[src/rtl/iau_pkg.sv]
// ----------------------------------------------------------------------------
// Integer arithmetic unit package
// Shared payload types, operation codes and queue constants.
// ----------------------------------------------------------------------------
package iau_pkg;

    localparam int FIELD_W     = 64;
    localparam int QUEUE_DEPTH = 2;
    localparam int PTR_W       = 1;

    typedef enum logic [1:0] {
        KIND_ADD = 2'd0,
        KIND_SUB = 2'd1,
        KIND_MUL = 2'd2,
        KIND_DIV = 2'd3
    } kind_t;

    typedef struct packed {
        kind_t               kind;
        logic [FIELD_W-1:0]  operand_a;
        logic [FIELD_W-1:0]  operand_b;
    } in_item_t;

    typedef struct packed {
        logic [FIELD_W-1:0]  value;
        logic [FIELD_W-1:0]  remainder;
    } out_item_t;

    typedef struct packed {
        logic is_add;
        logic is_sub;
        logic is_mul;
        logic is_div;
    } op_sel_t;

    typedef struct packed {
        op_sel_t             sel;
        logic [FIELD_W-1:0]  operand_a;
        logic [FIELD_W-1:0]  operand_b;
    } op_item_t;

endpackage

[src/rtl/iau_front.sv]
// ----------------------------------------------------------------------------
// Integer arithmetic unit front end
// Accepts beats into a short queue and decodes the operation kind.
// ----------------------------------------------------------------------------
module iau_front
    import iau_pkg::*;
(
    input  logic      clk,
    input  logic      rst_n,
    input  in_item_t  request,
    input  logic      push,
    output logic      full,
    output op_item_t  head,
    output logic      head_valid,
    input  logic      take
);

    in_item_t          mem_reg [QUEUE_DEPTH];
    logic [PTR_W-1:0]  wr_ptr_reg;
    logic [PTR_W-1:0]  rd_ptr_reg;
    logic [PTR_W:0]    count_reg;
    logic [PTR_W:0]    count_next;
    logic              do_push;
    logic              do_pop;
    in_item_t          raw;

    assign full       = (count_reg == (PTR_W+1)'(QUEUE_DEPTH));
    assign head_valid = (count_reg != '0);
    assign do_push    = push && !full;
    assign do_pop     = take && head_valid;

    always_comb
    begin
        count_next = count_reg;
        if (do_push && !do_pop)
        begin
            count_next = count_reg + (PTR_W+1)'(1);
        end
        else if (do_pop && !do_push)
        begin
            count_next = count_reg - (PTR_W+1)'(1);
        end
    end

    always_ff @(posedge clk or negedge rst_n)
    begin
        if (!rst_n)
        begin
            wr_ptr_reg <= '0;
            rd_ptr_reg <= '0;
            count_reg  <= '0;
        end
        else
        begin
            count_reg <= count_next;
            if (do_push)
            begin
                wr_ptr_reg <= wr_ptr_reg + PTR_W'(1);
            end
            if (do_pop)
            begin
                rd_ptr_reg <= rd_ptr_reg + PTR_W'(1);
            end
        end
    end

    always_ff @(posedge clk)
    begin
        if (do_push)
        begin
            mem_reg[wr_ptr_reg] <= request;
        end
    end

    always_comb
    begin
        raw            = mem_reg[rd_ptr_reg];
        head.operand_a = raw.operand_a;
        head.operand_b = raw.operand_b;
        head.sel       = '0;
        unique case (raw.kind)
            KIND_ADD: head.sel.is_add = 1'b1;
            KIND_SUB: head.sel.is_sub = 1'b1;
            KIND_MUL: head.sel.is_mul = 1'b1;
            KIND_DIV: head.sel.is_div = 1'b1;
            default:  head.sel.is_div = 1'b1;
        endcase
    end

endmodule

[config.mk]
export PLATFORM = sky130hd
export DESIGN_NAME = iau_front
export DESIGN_NICKNAME = d
export VERILOG_FILES = /design/src/rtl/iau_pkg.sv /design/src/rtl/iau_front.sv
export SDC_FILE = /design/constraint.sdc
export NUM_CORES = 1
export LEC_CHECK = 0
export BUFFER_PORTS_ARGS = -buffer_cell sky130_fd_sc_hd__buf_2
export CORE_UTILIZATION = 30
export DETAILED_ROUTE_END_ITERATION = 6
export PLACE_DENSITY = 0.63
export RECOVER_POWER = 25
export SYNTH_ARGS = -nofsm -noshare
export SYNTH_HDL_FRONTEND = slang
export SYNTH_SLANG_ARGS = --single-unit
export TNS_END_PERCENT = 10
[constraint.sdc]
create_clock -name clk -period 11.96 [get_ports clk]
set_input_delay 1.794 -clock clk [delete_from_list [all_inputs] [get_ports clk]]
set_output_delay 1.794 -clock clk [all_outputs]
set_load 0.1 [all_outputs]
Word-level counts from Yosys, hierarchy flattened
Memory sizes are Yosys's and may differ from the RTL's.
Cells that the tools add are included.
{"block": "word_totals", "register_bits": 4, "mem_bits_rw": 260, "in_bits": 134, "mem_count": 1}
{"block": "op_classes", "addsub": 4, "eq_ne": 4, "mux": 8, "n_reduce_logical": 10}
{"name": "mem_reg", "words": 2, "word_bits": 130, "rd": 1, "rd_ports_with_merged_regs": 0, "write_ports": 1, "line": "iau_front.sv:18", "text": "in_item_t mem_reg [QUEUE_DEPTH];"}
{"operator": "2-bit equality test, second input constant", "count": 3}
{"operator": "1-bit two-way mux", "count": 6}
{"operator": "1-bit logical AND", "count": 4}
{"operator": "2-bit two-way mux", "count": 2}
{"operator": "2-bit nonzero test", "count": 2}
{"operator": "1-bit zero test", "count": 3}
{"operator": "1-bit adder, second input constant", "count": 2}
{"operator": "2-bit by 1-bit adder with 2-bit output, second input constant", "count": 1}
{"operator": "2-bit by 1-bit equality test with 1-bit output, second input constant", "count": 1}
{"operator": "2-bit zero test", "count": 1}
{"operator": "2-bit by 1-bit subtractor with 2-bit output, second input constant", "count": 1}

Longest topological paths before layout
Gate-level depths: netlist (run 1).
{"block": "depth", "ltp_word": 7, "mapped_depth": 7, "depth_no_buf": 7}

Least setup slack after synthesis (run 1)
Ideal clock, no wire load.
{"block": "synth_timing", "path_kind": "input -> register", "start": "input push", "end": "memory mem_reg[0][0] (netlist name) (enable)", "setup_time_ns": 0.621, "t_arrival_ns": 7.284, "required_time_ns": 11.339, "path_slack_ns": 4.055, "cell_stages": 2, "path_cell_list": "nand2_1 > nor2_1"}
{"block": "synth_between", "elab_chain_cells": 3}
{"item": "from (decl)", "line": "iau_front.sv:11", "text": "input logic push,"}
{"item": "1-bit logical AND", "line": "iau_front.sv:29", "text": "assign do_push = push && !full;"}
{"item": "1-bit two-way mux", "line": "iau_front.sv:69", "text": "if (do_push)"}
{"item": "1-bit two-way mux (not written as such)", "line": "iau_front.sv:71", "text": "mem_reg[wr_ptr_reg] <= request;"}
{"item": "to (decl)", "line": "iau_front.sv:18"}
No other way between the ends.

==> summary by stage, run 1 <==
Detailed routing
The count of nets left with antenna violations once routing finished came out at 0. The DRC violations left is 0. The number of design-rule violations left by the first detailed-router iteration is 210. The final wirelength is 18700 microns. Dividing the detail-routed wire length by the instance count gives 16.0 microns. The first-pass iteration count of the detailed router is 4. The total via count in the routed design is 4917.

Using the TritonRoute via totals, the vias-per-cell ratio works out to 4.20.

Timing
The number of pins exceeding their max-slew limit in the final report was 0. The worst pin sits at a relative slew slack of 23.7%. Clock skew on the completed layout was measured at 0.00541 ns. Setup repair after global routing left no endpoint under its margin.

Hold is met by 0.488 ns. The final hold violation count is 0. For the pin with the worst max-slew slack, the measured transition is 1.14 ns. The final worst-path cycle share is 43.8%. After routing, the total negative slack on setup checks comes to 0 ns. The routed design could run at a clock period as short as 5.23 ns. For this run, the top clock speed supported by timing is 191 MHz. The number of failing setup endpoints in the final timing report is 0.

Finish
With fillers left out, the area of the finished cells amounts to 12400 sq um. The register with the most flip-flops in the layout has 260 of them. The fraction of final layout cells with drive strength greater than 1 is 57.3%. The top cell types in the final layout, fill and taps aside, are 260 x sky130_fd_sc_hd__edfxtp_1, 248 x sky130_fd_sc_hd__buf_2, 84 x sky130_fd_sc_hd__mux2_2, 44 x sky130_fd_sc_hd__mux2_4, 29 x sky130_fd_sc_hd__clkbuf_16.

The most common library cell in the layout ignoring fill and taps is sky130_fd_sc_hd__edfxtp_1. The area growth from synthesis to layout is 26.8%. The repair_antennas step left the layout with diodes totalling 0.

The net total in the final layout is 853.

Critical path
The standard cell with the maximum stage delay on the critical path is sky130_fd_sc_hd__dfrtp_4. The category of the critical setup timing path is reg -> out. The termination of the worst setup path is head[46].

The maximum single-stage delay on the critical path is 1.04 ns. The worst register-to-register path ends at mem_reg[1][44]. The capturing element type of the critical path is an output pin.

Walking the worst path, the cells encountered are buf_4 -> mux2_2 -> buf_2. STA puts the critical path data arrival time at 3.44 ns. The critical path starts at rd_ptr_reg.

The worst register-to-register path has a depth of 3. The required time at the endpoint of the critical path is 10.17 ns. For flop-to-flop paths, the worst setup slack is 9.26 ns.

The worst-path maximum fanout is 69. The startpoint of the lowest-slack register-to-register path is count_reg[0]. STA classifies the critical path startpoint as a flop.

Run status
The flow ran to the end, and the final reports show no timing, DRC or antenna violations.

Synthesis
Synthesis produced a netlist with a net count of 566. The portion of the post-synthesis area used by sequential elements is 80.8%. In this run the cell area of the synthesized design comes to 9790 sq um. The top cell type by area accounts for 79.8% of the synthesized area. The distinct cell type count of the synthesized netlist is 16.

The Yosys warning count is 0. Synthesis produced 431 cells. In this run, synthesis produced a sequential element count of 264. A synthesized cell averages 22.7 sq um. The synthesized design spends more area on one cell type than any other, namely sky130_fd_sc_hd__edfxtp_1. Yosys attributes the largest share of cell area to sky130_fd_sc_hd__edfxtp_1 80%, sky130_fd_sc_hd__mux2_2 9.7%, sky130_fd_sc_hd__mux2_4 6.8%.

Clocking
The cell at the root of the clock tree is sky130_fd_sc_hd__clkbuf_16. The TritonCTS buffer count is 29. The clock reaches the later pin of the worst-skew pair after 0.53 ns.

The longest clock path from root to sink contains 3 buffers. After clock tree synthesis, the clock-pin slew on the worst setup and hold paths is 0.05 ns. The number of buffers inserted by hold repair at cts is 0. In this run the post-CTS setup repair buffer count came out at 0. Gates resized during post-CTS repair numbered 0. In this run the number of H-tree levels came out at 1.

TritonCTS built the clock tree. The number of sinks driven by the clock tree is 264.

Floorplanning
The floorplan has 65 rows. The initial core utilization is 30.8%. The area of the die is 33400 sq um.

The count of pins on the block boundary is 268. The floorplan step set the die width to 183 microns. The core outline area is 31800 sq um. From bottom edge to top edge, the die measures 183 microns.

Placement
The placed instance area is 11600 sq um. The final estimated routing congestion in global placement is 0.682. In this run the tool buffered the top-level ports with 267 buffer cells. The detailed placer's ending HPWL is 12000 microns.

Job
Max-cap violations in this run came to 0.

GRT
The initial antenna violation count was 2. The wire length of the first global-routing pass is 27900 microns. Entering global routing, the biggest net connects 70 pins. The remaining global-route overflow is 0. The number of global-route vias before repair came to 5114.

Global routing consumed, over all layers together, 10.8% of the routing resources.

Hold path
The worst min-delay path class is reg -> reg.
synthesized netlist by cell type, drive strengths merged:
cell / number
buf: 15
or2: 1
nor2: 2
xor2: 2
edfxtp: 260
dfrtp: 4
inv: 5
ha: 1
o32ai: 4
xnor2: 3
and3: 1
nand2b: 2
nand2: 3
mux2: 128
per-stage QoR:
stage,cells,worst slack (ns),util [%]
6_report,1171,6.73,39.0
5_1_grt,1171,6.41,39.0
4_1_cts,1171,6.60,39.1
3_5_place_dp,1122,7.20,36.5
3_3_place_gp,1122,7.17,36.5
2_1_floorplan,431,4.06,-
cells by family after synthesis:
logic type | count (synthesis) | synth area share (%)
compound gates | 4 | 0.358
mux | 128 | 16.4
fa+ha+maj | 1 | 0.128
buf+inv | 20 | 1.41
xor+xnor | 5 | 0.448
simple gates | 9 | 0.448
flops | 264 | 80.8
how the worst min path moves through the flow:
stage	startpoint	to	depth (start not counted)
floorplan	count_reg[1]	count_reg[1]	1
global placement	count_reg[1]	count_reg[1]	1
finish	count_reg[1]	count_reg[1]	1
CTS	count_reg[1]	count_reg[1]	1
detailed placement	count_reg[1]	count_reg[1]	1
global route	count_reg[1]	count_reg[1]	1
routing by layer:
metal	vias to the layer above	wire, microns	GRT usage, %
met2	201	8910	17.9
met4	4	360	3.13
met1	2397	7410	12.4
met3	36	1990	4.87
met5	-	31	0
li1	2279	-	-
final cells by class:
cell class,count,area [sq um]
flip-flops and latches,264,7910
repair buffers,271,1340
clock inverters,13,91.3
inverters,5,18.8
fillers,2947,19400
clock buffers,36,752
multi-input cells,147,1750
well taps,435,544
worst max-delay path: cells and delay by family (launching register included):
| kind | cells | cell delay, ns |
|---|---|---|
| buffers and inverters | 2 | 1.39 |
| flip-flops | 1 | 1.04 |
| multiplexers | 1 | 0.35 |
Power of run 1 is left out: the tool's default activity adds up to more than one toggle a clock period on the data nets, which glitch-free logic cannot reach.
==> run 2: changes to the inputs <==
Settings changed: ABC_AREA from default to 1, PLACE_DENSITY 0.63 to 0.64.
Clock period 11.96 ns to 4.6 ns, I/O delays scaled along.
==> run 2 against run 1 <==
  * Clock-buffer cell count decreased by 4
  * Final area is 0.77% lower
  * Non-clock buffer count is 4 higher
  * Register-to-register slack got worse by 6.8 ns
  * Critical path depth up 2
  * Global-route usage is 1.3 points higher
  * Synthesized area increased by 0.10%
==> summary by stage, run 2 <==
Critical path
The critical path launch point type is a flop. Counting stages on the worst path, the most repeated cell is sky130_fd_sc_hd__nand2_1. The capturing element type of the critical path is an output pin. The required time at the endpoint of the critical path is 3.91 ns (-6.26 ns). The worst-path maximum fanout is 70 (+1.4%). The count of buffering cells on the critical path with inverters included is 3 (+1).

The critical path in this run is classified as reg -> out. The signal on the critical path passes through inv_4 -> buf_4 -> nand2_1 -> nand2_1 -> buf_2. The cell type group with the largest total delay on the critical path is buffers and inverters. For this design, the slowest cell found on the critical path is sky130_fd_sc_hd__dfrtp_4. The maximum single-stage delay on the critical path is 0.78 ns (-0.26 ns). The critical path arrival is 2.67 ns (-0.77 ns).

Finish
The most common library cell in the layout ignoring fill and taps is sky130_fd_sc_hd__nand2_1. The fraction of final layout cells with drive strength greater than 1 came to 29.3% (-28 points). The filler cell count came to 3102 (+5.3%).

The area growth from synthesis to layout is 25.7%. The sequential cell area in the final layout came to 7910 sq um (unchanged). The net total in the final layout is 1126 (+32%).

In the layout the commonest cells are 397 x sky130_fd_sc_hd__nand2_1, 260 x sky130_fd_sc_hd__edfxtp_1, 251 x sky130_fd_sc_hd__buf_2, 27 x sky130_fd_sc_hd__clkbuf_16, 21 x sky130_fd_sc_hd__clkbuf_1. The area taken by multi-input logic gates is 1580 sq um (-10%). The flip-flop count of the largest register, all copies and words added was 260 (unchanged).

Synthesis
The number of enable flip-flop cells after synthesis is 260 (unchanged). The multiplexer fraction of the synthesized cell area is 0% (-16 points). The fraction of post-synthesis cell area in the top cell type by area is 79.7% (-0.082 points). By count the netlist is led by 397 x sky130_fd_sc_hd__nand2_1, 260 x sky130_fd_sc_hd__edfxtp_1, 14 x sky130_fd_sc_hd__buf_6, 12 x sky130_fd_sc_hd__buf_4, 11 x sky130_fd_sc_hd__inv_1.

The combinational family with the most area after synthesis is simple AND/OR/NAND/NOR gates. The synthesized area per cell came to 13.7 sq um (-40%). The distinct cell type count of the synthesized netlist is 16 (unchanged). The proportion of register bits with asynchronous set or reset after synthesis was 1.52% (unchanged). The portion of the post-synthesis area used by sequential elements is 80.7% (-0.083 points). Sorting the synthesized cells by area gives the leading types as sky130_fd_sc_hd__edfxtp_1 80%, sky130_fd_sc_hd__nand2_1 15%, sky130_fd_sc_hd__buf_6 1.6%. The register bit count reported by yosys is 264 (unchanged). The Yosys warning count came to 0 (unchanged). The adder-cell area share of the yosys netlist is 0.128% (-0.00013 points). The post-synthesis simple-gate area fraction is 15.6% (+15 points).

The synthesized net count came to 852 (+51%). The fraction of the mapped netlist area in compound gates is 0.153% (-0.20 points). The area share of xor/xnor cells in the synthesized design is 0.0894% (-0.36 points). The primary flip-flop cell chosen by synthesis mapping is sky130_fd_sc_hd__edfxtp_1. Summed over all instances, the cell type with the most area after synthesis is sky130_fd_sc_hd__edfxtp_1. The synthesized instance count is 717 (+66%).

The total standard cell area after synthesis is 9800 sq um (+0.10%). Yosys instantiated no cell more often than sky130_fd_sc_hd__nand2_1.

Run status
The flow ran to the end, and the final reports show no timing, DRC or antenna violations.

Clocking
The TritonCTS buffer count is 26 (-10%). The cell sitting at the root of the clock tree is a sky130_fd_sc_hd__clkbuf_16. The number of sinks driven by the clock tree is 264 (unchanged). The maximum level of the CTS H-tree is 1 (unchanged). The insertion delay of the later-clocked pin in the worst-skew pair was 0.53 ns (about the same). The maximum clock path buffer count is 3 (unchanged). The clock tree from TritonCTS is yes. The number of post-CTS setup repair buffers was 0 (unchanged).

The clock-pin transition on the worst setup and hold timing paths is 0.07 ns (+0.02 ns).

Timing
The time the final worst path needs with I/O delays and setup is 3.36 ns. The minimum hold slack is 0.349 ns (-0.139 ns). Setup repair after global routing left no endpoint under its margin.

The transition time at the pin with the least slew margin is 0.946 ns (-0.198 ns). The clock skew is 0.0121 ns (+0.00664 ns). The relative max-transition margin is 36.9% (+13 points). The worst path uses 73.1% of the clock period. The number of failing setup endpoints in the final timing report is 0 (unchanged). Static timing analysis puts the maximum clock frequency at 297 MHz.

The number of pins exceeding their max-slew limit in the final report is 0 (unchanged). The final hold violation count is 0 (unchanged). The final setup TNS came to 0 ns (unchanged).

Detailed routing
The average routed wire per standard cell is 14.2 microns (-11%). The number of antenna-violating nets in the routed design is 0 (unchanged). The total via count in the routed design was 6052 (+23%). The number of design-rule violations left by the first detailed-router iteration was 245 (+17%).

The average via count per standard cell is 4.18 (-0.39%). The first-pass iteration count of the detailed router is 4 (unchanged). The DRC violations left is 0 (unchanged). The final wirelength is 20500 microns (+9.7%).

GRT
The initial antenna violation count is 2 (unchanged). The total global routing track utilization is 12.0% (+1.3 points). The remaining global-route overflow is 0 (unchanged). The largest net degree at the start of global routing is 77 (+10%). The number of global-route vias before repair came to 6092 (+19%). The wire length of the first global-routing pass is 31500 microns (+13%).

Job
The max-cap violation count is 0 (unchanged).

Floorplanning
The number of cell rows is 65 (unchanged). The die span in y was 183 microns (about the same). The core outline area is 31900 sq um (+0.26%). The overall die width is 183 microns (about the same). The area of the die is 33400 sq um (about the same).

The initial core utilization was 30.7% (-0.047 points). The count of pins on the block boundary is 268 (unchanged).

Placement
The count of buffers inserted at the top-level ports is 267 (unchanged). The detailed placer's ending HPWL came to 13200 microns (+9.9%). The final estimated routing congestion in global placement was 0.724 (+6.1%).

Hold path
In this run the worst hold path is classified as in -> reg.
==> run 2: cell count changes in the layout (fill, tap and decap cells not counted), moves of 4 or more <==
cell	previous run	this run
sky130_fd_sc_hd__nand2_1	3	397
sky130_fd_sc_hd__mux2_4	44	0
sky130_fd_sc_hd__o32ai_1	4	0
sky130_fd_sc_hd__clkbuf_1	26	21
sky130_fd_sc_hd__inv_1	5	10
sky130_fd_sc_hd__mux2_2	84	0
sky130_fd_sc_hd__nor2_1	1	6
==> run 2: cells by family (layout without fill, tap and decap cells) <==
kind of cell / Yosys count / in the layout
XOR/XNOR: 1 / 1
AO/OA/AOI/OAI: 3 / 3
other: 0 / 3
adder cells (fa/ha/maj): 1 / 1
AND/OR/NAND/NOR: 407 / 407
buffers and inverters: 41 / 333
flip-flops: 264 / 264
==> run 2: timing repair <==
item                                   in CTS  in global routing
hold buffers                                1                  0
gates resized for setup                     0                  0
endpoints found under the hold margin       4                  0
==> run 2: layer usage <==
metal	global-route usage, %	up-vias	routed length, microns
li1	-	2963	-
met1	14.5	2811	8570
met2	20.0	241	9320
met3	4.31	37	2010
met4	3.87	0	629
met5	0	-	0
==> run 2: per-stage QoR <==
stage / worst slack [ns] / utilization [%] / instance area, sq um / cells
final: 1.24 / 38.6 / 12300 / 1447
after global routing: 1.02 / 38.6 / 12300 / 1444
after CTS: 1.13 / 38.7 / 12300 / 1444
after detailed placement: 1.71 / 36.1 / 11500 / 1397
after global placement: 1.72 / 36.1 / 11500 / 1397
after floorplan: 0.378 / - / 9800 / 717
==> run 2: layout make-up <==
type                       instances  area share (%)
clock inverter                    14           0.945
tap                              435            4.42
clock buffer                      32            5.64
timing repair buffer             275            11.5
inverter                          12           0.427
sequential                       264            64.2
multi-input combinational        412            12.8
antenna                            3          0.0609
==> run 2: worst paths after layout <==
check                              from             end  slack, ns  cells past startpoint
min in group asynchronous         rst_n      wr_ptr_reg       0.50                      2
max reg2reg                count_reg[1]  mem_reg[0][34]       2.46                      6
max in group asynchronous         rst_n      rd_ptr_reg       3.96                      2
min                         request[12]  mem_reg[0][12]       0.35                      1
min reg2reg                  wr_ptr_reg      wr_ptr_reg       0.50                      2
max                          rd_ptr_reg        head[72]       1.24                      5
Power of run 2 is left out for the same reason.
==> run 3: changes to the inputs <==
Clock period 4.6 ns to 3 ns, I/O delays scaled along.
==> run 3 against run 2 <==
  * Routed wire length grew 9.9%
  * Hold slack lost 0.24 ns
  * Critical path depth is the same
  * Final cell count grew 1.2%
  * Die area is the same
  * First-iteration DRC count grew 12%
==> summary by stage, run 3 (synthesis results as in run 2) <==
Clocking
The count of cells resized by post-cts repair is 0 (unchanged). TritonCTS built the clock tree. The number of sinks driven by the clock tree is 264 (unchanged). The clock-pin transition on the worst setup and hold timing paths is 0.06 ns (about the same).

The number of post-CTS setup repair buffers came to 0 (unchanged). The TritonCTS buffer count is 29 (+12%). The cell at the root of the clock tree is sky130_fd_sc_hd__clkbuf_16.

The maximum level of the CTS H-tree came to 1 (unchanged). The maximum clock path buffer count was 3 (unchanged). The insertion delay of the later-clocked pin in the worst-skew pair is 0.52 ns (about the same). The number of buffers inserted by hold repair at cts was 1 (unchanged).

Critical path
The critical path goes through inv_4 -> buf_12 -> nand2_1 -> nand2_1 -> buf_12. The end of the worst register-to-register path is mem_reg[0][89]. The worst setup path is captured at an output pin. The reg2reg setup slack was 1.08 ns (-1.38 ns). The number of cell instances on the worst register-to-register path was 6 (unchanged). STA classifies the critical path startpoint as a flop. The count of buffering cells on the critical path with inverters included is 3 (unchanged). The critical path arrival was 2.30 ns (-0.37 ns).

The category of the critical setup timing path is reg -> out. The required time at the endpoint of the critical path is 2.55 ns (-1.36 ns). The launch point of the critical path is rd_ptr_reg.

The startpoint of the lowest-slack register-to-register path is count_reg[1]. The worst-path maximum fanout is 59 (-16%). The cell type group with the largest total delay on the critical path is buffers and inverters. The maximum single-stage delay on the critical path is 0.64 ns (-0.14 ns).

The standard cell with the maximum stage delay on the critical path is sky130_fd_sc_hd__dfrtp_4.

Floorplanning
The number of cell rows is 65 (unchanged). The die span in y is 183 microns (unchanged). The overall die width is 183 microns (unchanged). The area of the die is 33400 sq um (unchanged). The initial core utilization is 30.7% (unchanged). The core outline area is 31900 sq um (unchanged). The count of pins on the block boundary is 268 (unchanged).

GRT
The wire length of the first global-routing pass is 34700 microns (+10%). The initial antenna violation count is 4 (+2). The largest net degree at the start of global routing is 66 (-14%). The remaining global-route overflow came to 0 (unchanged). The total global routing track utilization is 13.4% (+1.4 points). The number of global-route vias before repair came to 6311 (+3.6%).

Detailed routing
The average routed wire per standard cell is 15.4 microns (+8.6%). The first-pass iteration count of the detailed router came to 4 (unchanged). The average via count per standard cell is 4.23 (+1.2%). The DRC violations left is 0 (unchanged). The total via count in the routed design came to 6195 (+2.4%).

The number of design-rule violations left by the first detailed-router iteration is 275 (+12%). The number of antenna-violating nets in the routed design is 0 (unchanged). The final wirelength is 22600 microns (+9.9%).

Timing
Dividing the final minimum period by the clock period gives 91.7%. The final hold violation count is 0 (unchanged). The transition time at the pin with the least slew margin was 0.716 ns (-0.230 ns). For the finished layout, the period the worst path requires is 2.75 ns. The final setup TNS is 0 ns (unchanged).

The number of failing setup endpoints in the final timing report is 0 (unchanged). Setup repair after global routing left no endpoint under its margin. The upper clock frequency limit is 364 MHz.

The clock skew is 0.00631 ns (-0.00574 ns). The number of pins exceeding their max-slew limit in the final report is 0 (unchanged). The relative max-transition margin is 52.1% (+15 points).

Placement
The final estimated routing congestion in global placement is 0.751 (+3.8%). The detailed placer's ending HPWL is 15100 microns (+14%). The count of buffers inserted at the top-level ports is 267 (unchanged).

Job
The max-cap violation count came to 0 (unchanged).

Finish
The fraction of final layout cells with drive strength greater than 1 came to 30.3% (+0.92 points). The library cells used most frequently in the layout, excluding fill and tap cells, are 397 x sky130_fd_sc_hd__nand2_1, 260 x sky130_fd_sc_hd__edfxtp_1, 138 x sky130_fd_sc_hd__buf_12, 116 x sky130_fd_sc_hd__buf_2, 29 x sky130_fd_sc_hd__clkbuf_16. The area growth from synthesis to layout is 48.7%. The flip-flop count of the largest register, all copies and words added is 260 (unchanged). The most common library cell in the layout ignoring fill and taps is sky130_fd_sc_hd__nand2_1. The net total in the final layout is 1141 (+1.3%).

Hold path
The worst hold path begins at request[105]. The worst hold path terminates at mem_reg[0][105]. The tightest min-delay check is of the in -> reg type. The cell depth of the worst min-delay path is 1 (unchanged).

Run status
The run finished with clean final reports.
==> run 3: final cells by class <==
type | instances | area (sq um)
antenna | 1 | 2.50
inverter | 12 | 52.6
tap | 435 | 544
fill | 2803 | 17300
sequential | 264 | 7910
clock inverter | 20 | 230
clock buffer | 33 | 741
multi-input combinational | 412 | 1580
timing repair buffer | 287 | 3510
==> run 3: how the worst max path moves through the flow <==
stage / endpoint / depth (start not counted)
floorplan: mem_reg[0][0] / 4
global placement: head[105] / 5
detailed placement: head[11] / 5
CTS: head[110] / 5
global route: head[11] / 5
finish: head[11] / 5
==> run 3: routing by layer <==
metal  GRT usage [%]  vias up  part of all wire, %
met5               0        -                 0.16
met4            3.80        6                  2.4
met3            4.77       37                  9.7
met2            22.0      240                   46
met1            16.7     2915                   41
li1                -     2997                    -
==> run 3: worst register-to-register path: cells and delay by family (launching register included) <==
family        cells  cell delay [ns]
flops             1             0.37
simple gates      3             0.38
buf+inv           3             0.82
==> run 3: metrics by stage <==
step                      setup WS, ns  hold slack (ns)  instance area, sq um  util (%)  std cells
after floorplan                  -1.22            0.154                  9800         -        717
after global placement           0.851            0.265                 13600      42.7       1409
after detailed placement         0.822            0.268                 13600      42.7       1409
after CTS                        0.230           0.0698                 14600      45.8       1463
after global routing             0.117           0.0702                 14600      45.7       1463
final                            0.250            0.105                 14600      45.7       1464
Power of run 3 is left out for the same reason.
